<file path="config.mk">
export PLATFORM = sky130hd
export DESIGN_NAME = framed_packet_parser_crc16
export DESIGN_NICKNAME = d
export VERILOG_FILES = /design/src/rtl/fpp_pkg.sv /design/src/rtl/framed_packet_parser_crc16.sv /design/src/rtl/fpp_apb_regs.sv /design/src/rtl/fpp_parse_core.sv
export SDC_FILE = /design/constraint.sdc
export NUM_CORES = 1
export LEC_CHECK = 0
export BUFFER_PORTS_ARGS = -buffer_cell sky130_fd_sc_hd__buf_2
export CORE_MARGIN = 2
export CORE_UTILIZATION = 37
export CTS_BUF_LIST = sky130_fd_sc_hd__clkbuf_4
export DETAILED_ROUTE_END_ITERATION = 8
export GPL_TIMING_DRIVEN = 0
export SETUP_SLACK_MARGIN = 0.4
export SYNTH_ARGS = -nofsm -noshare
export SYNTH_HDL_FRONTEND = slang
export SYNTH_SLANG_ARGS = --single-unit
export TNS_END_PERCENT = 50
</file>
<file path="constraint.sdc">
create_clock -name i_clk -period 5.5 [get_ports i_clk]
set_clock_uncertainty 0.15 [all_clocks]
set_input_delay 0.55 -clock i_clk [delete_from_list [all_inputs] [get_ports i_clk]]
set_output_delay 0.55 -clock i_clk [all_outputs]
set_load 0.05 [all_outputs]
</file>
<file path="src/rtl/fpp_pkg.sv">
package fpp_pkg;

    // Widths of the parser state.
    localparam int CNT_W  = 17;
    localparam int CRC_W  = 16;
    localparam int SIZE_W = 16;
    localparam int CTRL_W = 6;

    // Configuration port geometry.
    localparam int APB_AW = 4;
    localparam int APB_DW = 32;

    // Register indexes on the configuration port.
    localparam logic [1:0] REG_HEAD_BYTE   = 2'd0;
    localparam logic [1:0] REG_MAX_VERSION = 2'd1;
    localparam logic [1:0] REG_MAX_PAYLOAD = 2'd2;

    // Register reset values.
    localparam logic [7:0]        HEAD_BYTE_RST   = 8'h5A;
    localparam logic [7:0]        MAX_VERSION_RST = 8'd1;
    localparam logic [SIZE_W-1:0] MAX_PAYLOAD_RST = 16'd256;

    // Header length in bytes, head included, without and with the address byte.
    localparam logic [CNT_W-1:0] HDR_NOADDR = CNT_W'(7);
    localparam logic [CNT_W-1:0] HDR_ADDR   = CNT_W'(8);
    localparam logic [CNT_W-1:0] CRC_LEN    = CNT_W'(2);

    // Control byte layout.
    localparam int CTRL_ADDR_BIT = 5;
    localparam int CTRL_DATA_BIT = 4;

    // CRC-16/XMODEM generator polynomial.
    localparam logic [CRC_W-1:0] CRC_POLY = 16'h1021;

    typedef enum logic [3:0] {
        PH_HUNT = 4'd0,
        PH_TYPE = 4'd1,
        PH_VER  = 4'd2,
        PH_CTRL = 4'd3,
        PH_MID  = 4'd4,
        PH_ADDR = 4'd5,
        PH_SIZE = 4'd6,
        PH_DATA = 4'd7,
        PH_CRC  = 4'd8
    } t_phase;

    typedef enum logic [2:0] {
        EV_HUNT      = 3'd0,
        EV_HEADER    = 3'd1,
        EV_PAYLOAD   = 3'd2,
        EV_CRC_BYTE  = 3'd3,
        EV_FRAME_OK  = 3'd4,
        EV_VER_ERR   = 3'd5,
        EV_SIZE_ERR  = 3'd6,
        EV_CRC_ERR   = 3'd7
    } t_event;

    typedef struct packed {
        logic [7:0]        head_byte;
        logic [7:0]        max_version;
        logic [SIZE_W-1:0] max_payload;
    } t_cfg;

    typedef struct packed {
        t_event            event_res;
        logic [7:0]        byte_echo;
        logic [7:0]        frame_type;
        logic [7:0]        frame_version;
        logic              addressed;
        logic              data_bit;
        logic [3:0]        frame_class;
        logic [7:0]        message_id;
        logic [7:0]        device_addr;
        logic [SIZE_W-1:0] payload_size;
        logic [CRC_W-1:0]  computed_crc;
    } t_result;

    // One byte of CRC-16/XMODEM, MSB first, eight shift steps unrolled.
    function automatic logic [CRC_W-1:0] crc_byte(input logic [CRC_W-1:0] crc,
                                                  input logic [7:0] data);
        logic [CRC_W-1:0] c;
        c = crc ^ {data, 8'h00};
        for (int i = 0; i < 8; i++) begin
            if (c[CRC_W-1]) begin
                c = {c[CRC_W-2:0], 1'b0} ^ CRC_POLY;
            end else begin
                c = {c[CRC_W-2:0], 1'b0};
            end
        end
        return c;
    endfunction

endpackage

</file>
<file path="src/rtl/framed_packet_parser_crc16.sv">
// Framed packet parser with a CRC-16/XMODEM check.
// Input channel: one received byte per transaction on i_rx_byte, with
// i_in_valid / o_in_stall. Output channel: one event per input byte, with
// o_out_valid / i_out_stall, carrying the event code, the consumed byte and
// the frame fields captured so far, plus the running CRC.
// Throughput is one byte per clock while the receiver does not stall. A byte
// accepted into the input register is parsed by combinational logic (bytewise
// CRC update, field capture and the size and CRC compares) and lands in the
// result register, from which its event is offered.
// When the receiver stalls, the result register holds its transaction and the
// input register can still take one more byte; o_in_stall rises only once
// both are full, and the input register refills in the cycle a result leaves.
// The head byte, maximum version and maximum payload size are written through
// the APB port at byte addresses 0, 4 and 8, by the user only while the parser
// is idle; the block itself does not enforce this. Synchronous active-low reset
// empties both registers, restores the register defaults (head 0x5A, version 1,
// payload 256) and starts hunting with all captured fields and the CRC at zero.
module framed_packet_parser_crc16
    import fpp_pkg::*;
(
    input  logic              i_clk,
    input  logic              i_rst_n,
    // Byte stream in
    input  logic              i_in_valid,
    output logic              o_in_stall,
    input  logic [7:0]        i_rx_byte,
    // Events out
    output logic              o_out_valid,
    input  logic              i_out_stall,
    output logic [2:0]        o_event_res,
    output logic [7:0]        o_byte_echo,
    output logic [7:0]        o_frame_type,
    output logic [7:0]        o_frame_version,
    output logic              o_addressed,
    output logic              o_data_bit,
    output logic [3:0]        o_frame_class,
    output logic [7:0]        o_message_id,
    output logic [7:0]        o_device_addr,
    output logic [SIZE_W-1:0] o_payload_size,
    output logic [CRC_W-1:0]  o_computed_crc,
    // Configuration
    input  logic              psel,
    input  logic              penable,
    input  logic              pwrite,
    input  logic [APB_AW-1:0] paddr,
    input  logic [APB_DW-1:0] pwdata,
    output logic [APB_DW-1:0] prdata,
    output logic              pready
);

    t_cfg       w_cfg;
    t_result    w_res;
    logic       w_advance;
    logic       w_accept;
    logic       r_in_valid;
    logic [7:0] r_in_byte;

    fpp_apb_regs u_regs (
        .i_clk   (i_clk),
        .i_rst_n (i_rst_n),
        .psel    (psel),
        .penable (penable),
        .pwrite  (pwrite),
        .paddr   (paddr),
        .pwdata  (pwdata),
        .prdata  (prdata),
        .pready  (pready),
        .o_cfg   (w_cfg)
    );

    // Input register: refills in the same cycle the parser takes its byte.
    assign o_in_stall = r_in_valid && !w_advance;
    assign w_accept   = i_in_valid && !o_in_stall;

    always_ff @(posedge i_clk) begin
        if (!i_rst_n) begin
            r_in_valid <= 1'b0;
        end else if (w_accept) begin
            r_in_valid <= 1'b1;
        end else if (w_advance) begin
            r_in_valid <= 1'b0;
        end
    end

    always_ff @(posedge i_clk) begin
        if (w_accept) begin
            r_in_byte <= i_rx_byte;
        end
    end

    fpp_parse_core u_core (
        .i_clk        (i_clk),
        .i_rst_n      (i_rst_n),
        .i_cfg        (w_cfg),
        .i_item_valid (r_in_valid),
        .i_item_byte  (r_in_byte),
        .o_advance    (w_advance),
        .o_out_valid  (o_out_valid),
        .i_out_stall  (i_out_stall),
        .o_res        (w_res)
    );

    // Result fields out.
    assign o_event_res     = w_res.event_res;
    assign o_byte_echo     = w_res.byte_echo;
    assign o_frame_type    = w_res.frame_type;
    assign o_frame_version = w_res.frame_version;
    assign o_addressed     = w_res.addressed;
    assign o_data_bit      = w_res.data_bit;
    assign o_frame_class   = w_res.frame_class;
    assign o_message_id    = w_res.message_id;
    assign o_device_addr   = w_res.device_addr;
    assign o_payload_size  = w_res.payload_size;
    assign o_computed_crc  = w_res.computed_crc;

endmodule

</file>
<file path="src/rtl/fpp_apb_regs.sv">
module fpp_apb_regs
    import fpp_pkg::*;
(
    input  logic              i_clk,
    input  logic              i_rst_n,
    input  logic              psel,
    input  logic              penable,
    input  logic              pwrite,
    input  logic [APB_AW-1:0] paddr,
    input  logic [APB_DW-1:0] pwdata,
    output logic [APB_DW-1:0] prdata,
    output logic              pready,
    output t_cfg              o_cfg
);

    logic [7:0]        r_head_byte;
    logic [7:0]        r_max_version;
    logic [SIZE_W-1:0] r_max_payload;
    logic [1:0]        w_index;
    logic              w_write;

    assign w_index = paddr[3:2];
    assign w_write = psel && penable && pwrite;
    assign pready  = 1'b1;

    // Register writes complete in the access phase.
    always_ff @(posedge i_clk) begin
        if (!i_rst_n) begin
            r_head_byte   <= HEAD_BYTE_RST;
            r_max_version <= MAX_VERSION_RST;
            r_max_payload <= MAX_PAYLOAD_RST;
        end else if (w_write) begin
            unique case (w_index)
                REG_HEAD_BYTE:   r_head_byte   <= pwdata[7:0];
                REG_MAX_VERSION: r_max_version <= pwdata[7:0];
                REG_MAX_PAYLOAD: r_max_payload <= pwdata[SIZE_W-1:0];
                default: ;
            endcase
        end
    end

    // Read data mux.
    always_comb begin
        unique case (w_index)
            REG_HEAD_BYTE:   prdata = {24'd0, r_head_byte};
            REG_MAX_VERSION: prdata = {24'd0, r_max_version};
            REG_MAX_PAYLOAD: prdata = {16'd0, r_max_payload};
            default:         prdata = '0;
        endcase
    end

    assign o_cfg.head_byte   = r_head_byte;
    assign o_cfg.max_version = r_max_version;
    assign o_cfg.max_payload = r_max_payload;

endmodule

</file>
<file path="src/rtl/fpp_parse_core.sv">
module fpp_parse_core
    import fpp_pkg::*;
(
    input  logic       i_clk,
    input  logic       i_rst_n,
    input  t_cfg       i_cfg,
    input  logic       i_item_valid,
    input  logic [7:0] i_item_byte,
    output logic       o_advance,
    output logic       o_out_valid,
    input  logic       i_out_stall,
    output t_result    o_res
);

    t_phase            r_phase,      n_phase;
    logic [CNT_W-1:0]  r_byte_count, n_byte_count;
    logic [CRC_W-1:0]  r_run_crc,    n_run_crc;
    logic [CRC_W-1:0]  r_rx_crc,     n_rx_crc;
    logic [SIZE_W-1:0] r_size,       n_size;
    logic [7:0]        r_type,       n_type;
    logic [7:0]        r_version,    n_version;
    logic [CTRL_W-1:0] r_control,    n_control;
    logic [7:0]        r_mid,        n_mid;
    logic [7:0]        r_addr,       n_addr;
    logic              r_out_valid;
    t_result           r_res,        n_res;
    t_event            w_event;
    logic              w_err;

    logic              w_load;
    logic [CNT_W-1:0]  w_hdr;
    logic [CNT_W-1:0]  w_cnt_inc;
    logic [CNT_W-1:0]  w_data_last;
    logic [SIZE_W-1:0] w_size_new;
    logic [CRC_W-1:0]  w_rx_crc_new;
    logic [CRC_W-1:0]  w_crc_next;
    logic              w_head_hit;
    logic              w_size_done;
    logic              w_data_done;
    logic              w_crc_done;

    // The result register frees up when empty or when its transaction leaves.
    assign o_advance = !r_out_valid || !i_out_stall;
    assign w_load    = i_item_valid && o_advance;

    // Shared byte position and field arithmetic.
    assign w_hdr        = r_control[CTRL_ADDR_BIT] ? HDR_ADDR : HDR_NOADDR;
    assign w_cnt_inc    = r_byte_count + CNT_W'(1);
    assign w_data_last  = w_hdr + CNT_W'(r_size);
    assign w_size_new   = {r_size[7:0], i_item_byte};
    assign w_rx_crc_new = {r_rx_crc[7:0], i_item_byte};
    assign w_crc_next   = crc_byte(r_run_crc, i_item_byte);
    assign w_head_hit   = (i_item_byte == i_cfg.head_byte);
    assign w_size_done  = (w_cnt_inc >= w_hdr);
    assign w_data_done  = (w_cnt_inc >= w_data_last);
    assign w_crc_done   = (w_cnt_inc >= w_data_last + CRC_LEN);

    // Next phase.
    always_comb begin
        unique case (r_phase)
            PH_HUNT: n_phase = w_head_hit ? PH_TYPE : PH_HUNT;
            PH_TYPE: n_phase = PH_VER;
            PH_VER:  n_phase = (i_item_byte <= i_cfg.max_version) ? PH_CTRL : PH_HUNT;
            PH_CTRL: n_phase = PH_MID;
            PH_MID:  n_phase = r_control[CTRL_ADDR_BIT] ? PH_ADDR : PH_SIZE;
            PH_ADDR: n_phase = PH_SIZE;
            PH_SIZE: begin
                if (!w_size_done) begin
                    n_phase = PH_SIZE;
                end else if (w_size_new > i_cfg.max_payload) begin
                    n_phase = PH_HUNT;
                end else if (w_size_new == '0) begin
                    n_phase = PH_CRC;
                end else begin
                    n_phase = PH_DATA;
                end
            end
            PH_DATA: n_phase = w_data_done ? PH_CRC : PH_DATA;
            PH_CRC:  n_phase = w_crc_done ? PH_HUNT : PH_CRC;
            default: n_phase = PH_HUNT;
        endcase
    end

    // Field capture, CRC, byte count and event code.
    always_comb begin
        n_byte_count = r_byte_count;
        n_run_crc    = r_run_crc;
        n_rx_crc     = r_rx_crc;
        n_size       = r_size;
        n_type       = r_type;
        n_version    = r_version;
        n_control    = r_control;
        n_mid        = r_mid;
        n_addr       = r_addr;
        w_event      = EV_HEADER;
        w_err        = 1'b0;

        // The CRC covers every byte from the type byte to the last payload byte.
        if (r_phase != PH_HUNT && r_phase != PH_CRC) begin
            n_run_crc = w_crc_next;
        end
        if (r_phase != PH_HUNT) begin
            n_byte_count = w_cnt_inc;
        end

        unique case (r_phase)
            PH_HUNT: begin
                if (w_head_hit) begin
                    n_byte_count = CNT_W'(1);
                    n_run_crc    = '0;
                    n_rx_crc     = '0;
                    n_size       = '0;
                end else begin
                    w_event = EV_HUNT;
                end
            end
            PH_TYPE: n_type = i_item_byte;
            PH_VER: begin
                n_version = i_item_byte;
                if (i_item_byte > i_cfg.max_version) begin
                    w_event = EV_VER_ERR;
                    w_err   = 1'b1;
                end
            end
            PH_CTRL: n_control = i_item_byte[CTRL_W-1:0];
            PH_MID: begin
                n_mid = i_item_byte;
                if (!r_control[CTRL_ADDR_BIT]) begin
                    n_addr = '0;
                end
            end
            PH_ADDR: n_addr = i_item_byte;
            PH_SIZE: begin
                n_size = w_size_new;
                if (w_size_done && w_size_new > i_cfg.max_payload) begin
                    w_event = EV_SIZE_ERR;
                    w_err   = 1'b1;
                end
            end
            PH_DATA: w_event = EV_PAYLOAD;
            PH_CRC: begin
                w_event  = EV_CRC_BYTE;
                n_rx_crc = w_rx_crc_new;
                if (w_crc_done) begin
                    if (w_rx_crc_new == r_run_crc) begin
                        w_event      = EV_FRAME_OK;
                        n_byte_count = '0;
                    end else begin
                        w_event = EV_CRC_ERR;
                        w_err   = 1'b1;
                    end
                end
            end
            default: w_event = EV_HUNT;
        endcase
    end

    // Result fields show the registers including the byte just consumed.
    always_comb begin
        n_res.event_res     = w_event;
        n_res.byte_echo     = i_item_byte;
        n_res.frame_type    = n_type;
        n_res.frame_version = n_version;
        n_res.addressed     = n_control[CTRL_ADDR_BIT];
        n_res.data_bit      = n_control[CTRL_DATA_BIT];
        n_res.frame_class   = n_control[3:0];
        n_res.message_id    = n_mid;
        n_res.device_addr   = n_addr;
        n_res.payload_size  = n_size;
        n_res.computed_crc  = n_run_crc;
    end

    // Parser state; an error drops the count and the size, the size after reporting it.
    always_ff @(posedge i_clk) begin
        if (!i_rst_n) begin
            r_phase      <= PH_HUNT;
            r_byte_count <= '0;
            r_run_crc    <= '0;
            r_rx_crc     <= '0;
            r_size       <= '0;
            r_type       <= '0;
            r_version    <= '0;
            r_control    <= '0;
            r_mid        <= '0;
            r_addr       <= '0;
        end else if (w_load) begin
            r_phase      <= n_phase;
            r_byte_count <= w_err ? '0 : n_byte_count;
            r_run_crc    <= n_run_crc;
            r_rx_crc     <= n_rx_crc;
            r_size       <= w_err ? '0 : n_size;
            r_type       <= n_type;
            r_version    <= n_version;
            r_control    <= n_control;
            r_mid        <= n_mid;
            r_addr       <= n_addr;
        end
    end

    // Result register valid.
    always_ff @(posedge i_clk) begin
        if (!i_rst_n) begin
            r_out_valid <= 1'b0;
        end else if (o_advance) begin
            r_out_valid <= i_item_valid;
        end
    end

    // Result payload.
    always_ff @(posedge i_clk) begin
        if (w_load) begin
            r_res <= n_res;
        end
    end

    assign o_out_valid = r_out_valid;
    assign o_res       = r_res;

    // A good frame rearms the parser with a cleared byte count.
    a_ok_rearms: assert property (@(posedge i_clk) disable iff (!i_rst_n)
        (w_load && w_event == EV_FRAME_OK) |=> (r_phase == PH_HUNT && r_byte_count == '0))
        else $error("parser did not rearm after a good frame");

    // Every error returns to hunting with count and size cleared.
    a_err_hunts: assert property (@(posedge i_clk) disable iff (!i_rst_n)
        (w_load && w_err) |=> (r_phase == PH_HUNT && r_byte_count == '0 && r_size == '0))
        else $error("parser did not return to hunting after an error");

    // The payload phase never runs past its last byte.
    a_data_bound: assert property (@(posedge i_clk) disable iff (!i_rst_n)
        (r_phase == PH_DATA) |-> (r_byte_count < w_data_last && r_size != '0))
        else $error("payload byte count past declared size");

    // A payload event comes only from the payload phase.
    a_payload_phase: assert property (@(posedge i_clk) disable iff (!i_rst_n)
        (w_load && w_event == EV_PAYLOAD) |-> (r_phase == PH_DATA))
        else $error("payload event outside payload phase");

    // A held result does not change while the receiver stalls.
    a_res_hold: assert property (@(posedge i_clk) disable iff (!i_rst_n)
        (r_out_valid && i_out_stall) |=> (r_out_valid && $stable(r_res)))
        else $error("stalled result changed");

endmodule

</file>
==> summary.md, run 1 <==
| Metric | Value |
|---|---|
| Outcome | finished, violations left |
| Failing checks | capacitance limit, slew limit |
| Wire per inst | 16.8 microns |
| Arrival @ worst endpoint | 5410 ps |
| Synth Register Bits | 222 |
| Clock-pin slew on the worst setup and hold paths | 80 ps |
| Most common cell in the synthesized netlist | nand2_1 |
| EDFF count, synth | 89 |
| IO Count | 167 |
| CTS sink count | 222 |
| Combinational share of power | 0.146 |
| First-pass GRT wire length | 54.1 mm |
| Largest net degree at the start of global routing | 41 |
| Critical path peak fanout | 6 |
| Cell taking the most area after synthesis | edfxtp_1 |
| Nets@finish | 1688 |
| Port bufs | 131 |
| Via count | 10400 |
| Worst slew margin | -0.00641 |
| Synth Flop Type | dfxtp_1 |
| Post-Place Cells | 1899 |
| Seq/Total Area, Yosys | 0.439 |
| GPL Wtd Cong | 0.898 |
| Slew Limit Fails | 1 |
| Clock network fraction of total power | 0.383 |
| Top post-synthesis cells by count | nand2_1 (202), dfxtp_1 (133), nor2_1 (107), edfxtp_1 (89), ha_1 (67) |
| Share of cells above drive strength 1 | 0.223 |
| Longest Clk Path Bufs | 3 |
| Min-delay worst type | in -> reg |
| DIE AREA | 0.0343 sq mm |
| Maxcap violations | 1 |
| Area contributors post-synth | edfxtp_1 (22%), dfxtp_1 (22%), ha_1 (6.9%) |
| CTS tree | built |
| Root Buffer | clkbuf_4 |
| Hold Worst Slack | 163 ps |
| Syn. warnings | 0 |
| Final min period | 4980 ps |
| Critical Setup Path Class | reg -> reg |
| Post-DRT Antenna Nets | 0 |
| Grt ovf | 0 |
| Final cell count without fillers | 2062 |
| Setup WS pre-CTS | -873 ps |
| Period utilization | 0.906 |
| Tot GR Track Use | 0.202 |
| Setup_tns | 0 ps |
| Pwr dens | 256 mW/mm^2 |
| Final setup vio count | 0 |
| DRC violations left | 0 |
| NetSw | 1.16 mW |
| Die Y | 185 microns |
| DP HPWL | 24.5 mm |
| WL final | 34.6 mm |
| Num rows | 66 |
| Synth cell types | 64 |
| DR vias/cell | 5.03 |
| Switching share of total power | 0.302 |
| Detailed Routing Iterations Pass 1 | 5 |
| Part of the power in registers | 0.471 |
| CTS Buf Count | 60 |
| Final WS setup | 518 ps |
| Pleak | 6.11 nW |
| RSZ-0062 raised after global routing | false |
| Mapped Cells | 1309 |
| Die X | 185 microns |
| Initial Utilization | 0.374 |
| Filler cells | 3198 |
| Area of the multi-input gates | 0.00657 sq mm |
| Crit start category | flop |
| Final Hold Vio Count | 0 |
| Initial antenna violation count | 2 |
| CORE AREA | 0.0325 sq mm |
| Area share of the largest cell type after synthesis | 0.220 |
| Initial DRC Count | 613 |
| Least-Margin Pin Slew | 1500 ps |
| Max H-tree Level | 2 |
| Power Internal | 2.68 mW |
| Vias in the first global route | 10100 |
| Worst VDD drop | 176 uV |
| Setup crit end kind | flop |
| Ys async rst share | 0 |
| Syn Area/Cell | 9.28 sq um |
| Fmax | 0.201 GHz |
| Area Overhead vs Synth | 23.3% |
| Storage element area | 0.00534 sq mm |
| Synth Cell Area | 0.0121 sq mm |
| Total design power | 3.83 mW |
| Clock latency on the worst-skew pair | 730 ps |
| CP Data Required Time | 5930 ps |
## worst paths after layout
check	startpoint	endpoint	slack (ps)	cells after the start
worst max-delay path	u_core.r_control[5]$_SDFFE_PN0P_	u_core.r_byte_count[10]$_SDFFE_PN0P_	520	22
worst min-delay path	paddr[3]	u_regs.r_head_byte[4]$_SDFFE_PN1P_	160	4
worst max register to register	u_core.r_control[5]$_SDFFE_PN0P_	u_core.r_byte_count[10]$_SDFFE_PN0P_	520	22
worst min register to register	u_core.r_addr[1]$_SDFFE_PN0P_	u_core.r_addr[1]$_SDFFE_PN0P_	320	2
## per-stage QoR
stage,cell area (sq um),utilization
2_1_floorplan,12200,-
3_3_place_gp,13400,0.413
3_5_place_dp,13500,0.415
4_1_cts,14600,0.450
5_1_grt,15000,0.461
6_report,15000,0.461
## cell families (layout without fill, tap and decap cells)
logic type                 count (synthesis)  in the layout  share of synthesized area
muxes                                     55             55                     0.0483
DFF                                      222            222                      0.439
AOI/OAI and AO/OA                        231            231                      0.125
adders and majority gates                 68             68                     0.0707
xor gates and xnor gates                  84             84                     0.0606
other                                      2             18                   0.000618
and+or+nand+nor                          520            520                      0.207
buffers and inverters                    127            422                     0.0480
## repair_timing
item	4_1_cts	5_1_grt
resized for setup	16	40
setup buffers	6	18
hold buffers	26	0
endpoints found under the hold margin	42	0
setup endpoints to repair	37	35
pin swaps	6	23
## routing by layer
| layer | global-route usage | routed length [microns] |
|---|---|---|
| met5 | 0 | 13 |
| met4 | 0.0771 | 986 |
| met3 | 0.0403 | 2070 |
| met2 | 0.326 | 15800 |
| met1 | 0.267 | 15800 |
## cell type report
cell class / instances / area share
antenna: 1 / 0.000167
buffer: 88 / 0.0293
clock buffer: 79 / 0.0396
clock inverter: 33 / 0.0113
inverter: 39 / 0.0100
multi-input combinational: 975 / 0.439
sequential: 222 / 0.357
tap: 442 / 0.0369
timing repair buffer: 183 / 0.0772
## cell usage in the layout (no fill, tap or decap), types with 33 or more instances in the layout
cell	count
a21boi_0	43
a21oi_1	42
buf_2	139
buf_4	40
clkbuf_1	52
clkbuf_4	79
dfxtp_1	131
edfxtp_1	89
ha_1	63
inv_1	37
nand2_1	200
nand3_1	37
nor2_1	104
nor3b_1	33
o21ai_0	52
xnor2_1	41
xor2_1	38
## flip-flops by register name, summed over array words and instances (netlist names), 16 cells and up
signal                flops
u_core.o_res             81
u_core.r_byte_count      17
u_core.r_run_crc         16
u_core.r_size            16
u_regs.r_max_payload     16
## critical path, stage by stage, from the launching register on
cell	delay [ps]
dfxtp_4	390
clkinvlp_4	130
buf_8	160
ha_4	290
a211oi_2	80
buf_4	150
nor4_4	380
nand3_2	190
xor2_4	190
or3_4	410
o31a_1	290
ha_4	290
nand4_1	130
buf_4	180
nor4_4	310
o31ai_2	140
a41oi_2	290
a211oi_2	90
o21ai_2	120
buf_6	150
buf_12	110
a21oi_1	40
a21o_1	150
## power groups by stage
stage | Clock [mW] | Sequential [mW] | Combinational, mW
finish | 1.47 | 1.81 | 0.558
global route | 1.60 | 1.81 | 0.606
CTS | 1.51 | 1.81 | 0.548
detailed placement | 0 | 1.84 | 0.527
global placement | 0 | 1.85 | 0.519
floorplan | 0 | 1.94 | 0.283
Power figures use the tool's default switching activity.
==> inputs of run 2 (changes only) <==
clock period = 4.3 ns   (was 5.5 ns; I/O delays follow)
==> run 2 against run 1 <==
- the run ends with setup timing left
- total power rose by 36%
- fmax is 6.7% higher
- flip-flop and latch count is the same
- sequential power rose by 28%
- hold slack worse by 69 ps
- global-route usage rose by 0.60 points
- critical path depth is 2 lower
- die area is the same
- critical endpoint is now u_core.r_byte_count[4]$_SDFFE_PN0P_
==> summary.md, run 2 (synthesis results as in run 1) <==
| Metric | Value |
|---|---|
| Outcome | finished, violations left |
| Failing checks | setup timing |
| Total design power | 5.20 mW (+36%) |
| Clock latency on the worst-skew pair | 700 ps (-30 ps) |
| CORE AREA | 0.0325 sq mm (unchanged) |
| Max H-tree Level | 3 (+1) |
| Die X | 185 microns (unchanged) |
| DP Area | 0.0136 sq mm (+0.79%) |
| CTS sink count | 222 (unchanged) |
| Crit path max-delay cell type | fa_2 |
| Vias in the first global route | 10400 (+3.0%) |
| Tot GR Track Use | 0.208 (+0.00598) |
| DP HPWL | 24.7 mm (+0.51%) |
| Share of cells above drive strength 1 | 0.251 (+0.0282) |
| Worst Hold Path EP | u_regs.r_head_byte[3]$_SDFFE_PN1P_ |
| Largest net degree at the start of global routing | 49 (+20%) |
| Setup WS pre-CTS | -731 ps (+142 ps) |
| Clock-pin slew on the worst setup and hold paths | 80 ps (about the same) |
| Initial DRC Count | 742 (+21%) |
| Post-Layout Inst Area | 0.0153 sq mm (+2.2%) |
| DR vias/cell | 5.09 (+1.2%) |
| GPL Wtd Cong | 0.897 (about the same) |
| Worst VDD drop | 215 uV (+23%) |
| Worst reg2reg startpoint | u_core.r_control[5]$_SDFFE_PN0P_ |
| Via count | 10600 (+2.1%) |
| Worst slew margin | 0.0675 (+0.0739) |
| Area Overhead vs Synth | 25.9% |
| Longest Clk Path Bufs | 3 (unchanged) |
| Least-Margin Pin Slew | 1390 ps (-110 ps) |
| Die Y | 185 microns (unchanged) |
| Final setup vio count | 36 (+36) |
| Reg2Reg Depth | 20 (-9.1%) |
| Num rows | 66 (unchanged) |
| Critical R2R Capture | u_core.r_byte_count[4]$_SDFFE_PN0P_ |
| DIE AREA | 0.0343 sq mm (unchanged) |
| Post-Place Cells | 1898 (-0.053%) |
| WL final | 35.2 mm (+1.6%) |
| Detailed Routing Iterations Pass 1 | 5 (unchanged) |
| Post-DRT Antenna Nets | 0 (unchanged) |
| Wire per inst | 16.9 microns (+0.73%) |
| Period utilization | 1.09 (+0.180) |
| Peak per-stage delay on the critical path | 420 ps (about the same) |
| Crit start category | flop |
| Final min period | 4670 ps (-312 ps) |
| CP Data Required Time | 4720 ps (-1210 ps) |
| Min-delay worst type | in -> reg |
| Hold Path Stages | 4 (unchanged) |
| First-pass GRT wire length | 55.4 mm (+2.5%) |
| CP cell instances | inv_8 > ha_4 > fa_2 > a211oi_4 > buf_6 > nor4_4 > nand3_2 > xor2_2 > or3_4 > o31a_1 > ha_4 > nand4_1 > inv_2 > a221oi_4 > a41oi_2 > a211oi_2 > o21ai_2 > buf_6 > or3_1 > nand3_1 |
| CTS tree | built |
| RSZ-0062 raised after global routing | true |
| Grt ovf | 0 (unchanged) |
| R2R Setup Slk | -370 ps (-890 ps) |
| Fmax | 0.214 GHz (+6.7%) |
| Final cell count without fillers | 2079 (+0.82%) |
| Setup_tns | -8630 ps (-8630 ps) |
| Critical path peak fanout | 5 (-1) |
| DRC violations left | 0 (unchanged) |
| Final Hold Vio Count | 0 (unchanged) |
| Final WS setup | -370 ps (-888 ps) |
| Root Buffer | clkbuf_4 |
| Pleak | 6.28 nW (+2.8%) |
| Hold_sp | paddr[3] |
| Initial antenna violation count | 2 (unchanged) |
| Pwr dens | 340 mW/mm^2 (+33%) |
| Setup crit end kind | flop |
| Initial Utilization | 0.374 (unchanged) |
| Most frequent cells in the layout | nand2_1 (200), buf_2 (138), dfxtp_1 (129) |
| Arrival @ worst endpoint | 5090 ps (-320 ps) |
| IO Count | 167 (unchanged) |
| Maxcap violations | 0 (-1) |
| Port bufs | 131 (unchanged) |
| CTS Buf Count | 66 (+10%) |
| Critical Setup Path Class | reg -> reg |
| Max FFs per register | 81 (unchanged) |
| Filler cells | 3163 (-1.1%) |
| Slew Limit Fails | 0 (-1) |
| Commonest non-fill, non-tap cell in the layout | nand2_1 |
| Nets@finish | 1702 (+0.83%) |
==> run 2: worst max-delay path by stage <==
| stage | start | endpoint | depth (start not counted) |
|---|---|---|---|
| 2_1_floorplan | u_core.r_control[5]$_SDFFE_PN0P_ | u_core.r_byte_count[4]$_SDFFE_PN0P_ | 20 |
| 3_3_place_gp | i_out_stall | u_core.o_res[30]$_DFFE_PP_ | 6 |
| 3_5_place_dp | u_core.r_control[5]$_SDFFE_PN0P_ | u_core.r_byte_count[4]$_SDFFE_PN0P_ | 20 |
| 4_1_cts | u_core.r_control[5]$_SDFFE_PN0P_ | u_core.r_byte_count[4]$_SDFFE_PN0P_ | 21 |
| 5_1_grt | u_core.r_control[5]$_SDFFE_PN0P_ | u_core.r_byte_count[4]$_SDFFE_PN0P_ | 21 |
| 6_report | u_core.r_control[5]$_SDFFE_PN0P_ | u_core.r_byte_count[4]$_SDFFE_PN0P_ | 20 |
==> run 2: routing by layer <==
metal,share of wire,global-route usage,vias up
met4,0.021,0.0708,2
met2,0.48,0.342,312
li1,-,-,5181
met3,0.061,0.0486,64
met5,0.00037,0,-
met1,0.44,0.269,5018
==> run 2: worst max-delay path, delay by kind of cell (launching register included) <==
family	cells	cell delay, ps
adders and majority gates	3	840
buffers and inverters	4	440
xor gates and xnor gates	1	80
and+or+nand+nor	6	1060
DFF	1	410
AOI/OAI and AO/OA	6	1560
==> run 2: where the power goes <==
group          internal, mW  leakage [nW]  switching, mW  total, mW
registers              2.27          1.94         0.0404       2.31
logic                 0.231          3.80          0.498      0.729
clock network          1.20         0.542          0.958       2.16
==> run 2: repair_timing <==
item,4_1_cts,5_1_grt
endpoints found under the setup margin,38,53
hold buffers,29,0
gates cloned,1,0
buffers inserted,20,9
resized for setup,41,22
hold endpoints to repair,42,0
pin swaps,28,30
==> run 2: per-stage QoR <==
stage | utilization | hold WS [ps]
2_1_floorplan | - | 293
3_3_place_gp | 0.417 | 302
3_5_place_dp | 0.418 | 311
4_1_cts | 0.466 | 43.2
5_1_grt | 0.471 | 86.2
6_report | 0.471 | 94.1
==> run 2: area by class of cell <==
cell class	instances	area, sq um	share of cell area
clock inverter	13	100	0.00655
sequential	222	5340	0.349
antenna	1	2.50	0.000164
tap	442	553	0.0362
multi-input combinational	975	6650	0.435
inverter	39	154	0.0101
buffer	88	448	0.0293
timing repair buffer	191	1230	0.0804
clock buffer	108	811	0.0530
==> inputs of run 3 (changes only) <==
GPL_TIMING_DRIVEN = 1   (was 0)
==> run 3 against run 2 <==
- the flow still finishes with violations (setup timing)
- flip-flop and latch count stayed put
- final cell count is 2.5% lower
- die area stayed put
- wire length is 4.4% lower
- combinational power is 4.3% lower
- via count is 3.3% lower
- fmax is 6.5% higher
- setup slack better by 280 ps
- register-to-register slack better by 280 ps
- design area is 2.1% lower
==> summary.md, run 3 (synthesis results as in run 1) <==
| Metric | Value |
|---|---|
| Outcome | finished, violations left |
| Failing checks | setup timing |
| Crit start category | flop |
| Clock latency on the worst-skew pair | 700 ps (about the same) |
| Hold_sp | penable |
| Worst slew margin | 0.207 (+0.139) |
| Filler cells | 3126 (-1.2%) |
| Critical R2R Capture | u_core.r_byte_count[10]$_SDFFE_PN0P_ |
| IO Count | 167 (unchanged) |
| Largest net degree at the start of global routing | 98 (+100%) |
| Arrival @ worst endpoint | 4810 ps (-280 ps) |
| Num rows | 66 (unchanged) |
| Post-DRT Antenna Nets | 0 (unchanged) |
| Setup WS pre-CTS | -350 ps (+382 ps) |
| R2R Setup Slk | -90 ps (+280 ps) |
| Worst reg2reg startpoint | u_core.r_control[5]$_SDFFE_PN0P_ |
| Commonest non-fill, non-tap cell in the layout | nand2_1 |
| Peak per-stage delay on the critical path | 420 ps (about the same) |
| WL final | 33.6 mm (-4.4%) |
| Reg2Reg Depth | 21 (+5.0%) |
| Crit path max-delay cell type | fa_2 |
| Hold Path Stages | 5 (+1) |
| RSZ-0062 raised after global routing | true |
| Setup crit end kind | flop |
| GPL Wtd Cong | 0.842 (-6.1%) |
| Die Y | 185 microns (unchanged) |
| First-pass GRT wire length | 52.9 mm (-4.6%) |
| Longest Clk Path Bufs | 3 (unchanged) |
| DRC violations left | 0 (unchanged) |
| Max H-tree Level | 2 (-1) |
| Via count | 10200 (-3.3%) |
| Critical path peak fanout | 7 (+2) |
| Tot GR Track Use | 0.195 (-0.0134) |
| Wire per inst | 16.6 microns (-1.9%) |
| CP cell instances | inv_6 > buf_6 > fa_2 > a211oi_4 > buf_4 > nor4_4 > nand3_1 > xor2_1 > or3_1 > o31a_1 > ha_1 > nand4_1 > buf_4 > nor4_4 > o31ai_4 > a41oi_2 > a211oi_2 > o21ai_2 > buf_12 > a21oi_2 > a21o_1 |
| Min-delay worst type | in -> reg |
| Worst Hold Path EP | u_regs.r_max_payload[5]$_SDFFE_PN0P_ |
| Period utilization | 1.02 (-0.0659) |
| Initial Utilization | 0.374 (unchanged) |
| Post-layout util | 0.462 (-0.00972) |
| Pleak | 6.20 nW (-1.2%) |
| Least-Margin Pin Slew | 1180 ps (-204 ps) |
| Maxcap violations | 0 (unchanged) |
| CTS sink count | 222 (unchanged) |
| DP HPWL | 22.7 mm (-8.0%) |
| Area Overhead vs Synth | 23.3% |
| Most frequent cells in the layout | nand2_1 (200), dfxtp_1 (132), buf_2 (131) |
| Final setup vio count | 10 (-72%) |
| Total design power | 4.96 mW (-4.6%) |
| Clock-pin slew on the worst setup and hold paths | 70 ps (about the same) |
| CTS tree | built |
| Slew Limit Fails | 0 (unchanged) |
| Port bufs | 131 (unchanged) |
| Worst VDD drop | 258 uV (+20%) |
| Nets@finish | 1652 (-2.9%) |
| Share of cells above drive strength 1 | 0.252 (+0.000831) |
| Pwr dens | 331 mW/mm^2 (-2.6%) |
| Grt ovf | 0 (unchanged) |
| Initial DRC Count | 584 (-21%) |
| DR vias/cell | 5.05 (-0.79%) |
| Final WS setup | -86.5 ps (+283 ps) |
| Initial antenna violation count | 1 (-1) |
| Critical Setup Path Class | reg -> reg |
| CORE AREA | 0.0325 sq mm (unchanged) |
| Detailed Routing Iterations Pass 1 | 5 (unchanged) |
| Largest delay share family, worst path | compound AO/OA/AOI/OAI gates |
| Vias in the first global route | 10100 (-2.9%) |
| DIE AREA | 0.0343 sq mm (unchanged) |
| CP Buf/Inv Count | 5 (+1) |
| Root Buffer | clkbuf_4 |
| Final Hold Vio Count | 0 (unchanged) |
| Fmax | 0.228 GHz (+6.5%) |
| CTS Buf Count | 59 (-11%) |
| Setup_tns | -678 ps (+7950 ps) |
| Final min period | 4390 ps (-283 ps) |
| Die X | 185 microns (unchanged) |
| CP Data Required Time | 4720 ps (about the same) |
| Max FFs per register | 81 (unchanged) |
[run 3: worst max path at each step]
stage	start	to	slack, ps	depth (start not counted)
after global placement	u_core.r_control[5]$_SDFFE_PN0P_	u_core.r_byte_count[3]$_SDFFE_PN0P_	-260	19
after floorplan	u_core.r_control[5]$_SDFFE_PN0P_	u_core.r_byte_count[4]$_SDFFE_PN0P_	90	20
final	u_core.r_control[5]$_SDFFE_PN0P_	u_core.r_byte_count[10]$_SDFFE_PN0P_	-90	21
after CTS	u_core.r_control[5]$_SDFFE_PN0P_	u_core.r_byte_count[3]$_SDFFE_PN0P_	-160	20
after detailed placement	u_core.r_control[5]$_SDFFE_PN0P_	u_core.r_byte_count[3]$_SDFFE_PN0P_	-350	20
after global routing	u_core.r_control[5]$_SDFFE_PN0P_	u_core.r_byte_count[10]$_SDFFE_PN0P_	-370	22
[run 3: repair_timing]
action	in CTS	in global routing
endpoints found under the setup margin	38	39
setup buffers	7	2
hold endpoints to repair	44	0
hold buffers	27	0
gates resized for setup	32	8
cloned	0	0
pin swaps	35	15
[run 3: power breakdown]
group,internal [mW],total [mW],switching (mW)
logic,0.222,0.698,0.476
registers,2.27,2.32,0.0476
clock network,1.02,1.95,0.925
total,3.51,4.96,1.45
[run 3: final cells by class]
class / instances / area, sq um / share of cell area
sequential: 222 / 5340 / 0.356
antenna: 1 / 2.50 / 0.000167
tap: 442 / 553 / 0.0369
timing repair buffer: 236 / 1540 / 0.103
clock buffer: 90 / 676 / 0.0451
clock inverter: 21 / 119 / 0.00794
inverter: 39 / 154 / 0.0103
multi-input combinational: 975 / 6590 / 0.440
[run 3: metal layers]
| layer | GRT usage | vias to the layer above | share of wire |
|---|---|---|---|
| met4 | 0.0641 | 0 | 0.024 |
| met5 | 0 | - | 0 |
| met3 | 0.0499 | 64 | 0.059 |
| met2 | 0.322 | 235 | 0.47 |
| met1 | 0.248 | 4857 | 0.44 |
| li1 | - | 5070 | - |
[run 3: stage by stage]
stage | cell area, sq um | instances | hold slack, ps
after floorplan | 12300 | 1324 | 293
after detailed placement | 13600 | 1878 | 309
final | 15000 | 2026 | 193
after CTS | 14900 | 2023 | 134
after global placement | 13600 | 1878 | 303
after global routing | 15000 | 2026 | 220
[run 3: tightest hold or removal path, cell delays in order]
cell	delay, ps
buf_2	100
nand3_1	110
nor3b_2	180
nand2_1	110
a21boi_0	60
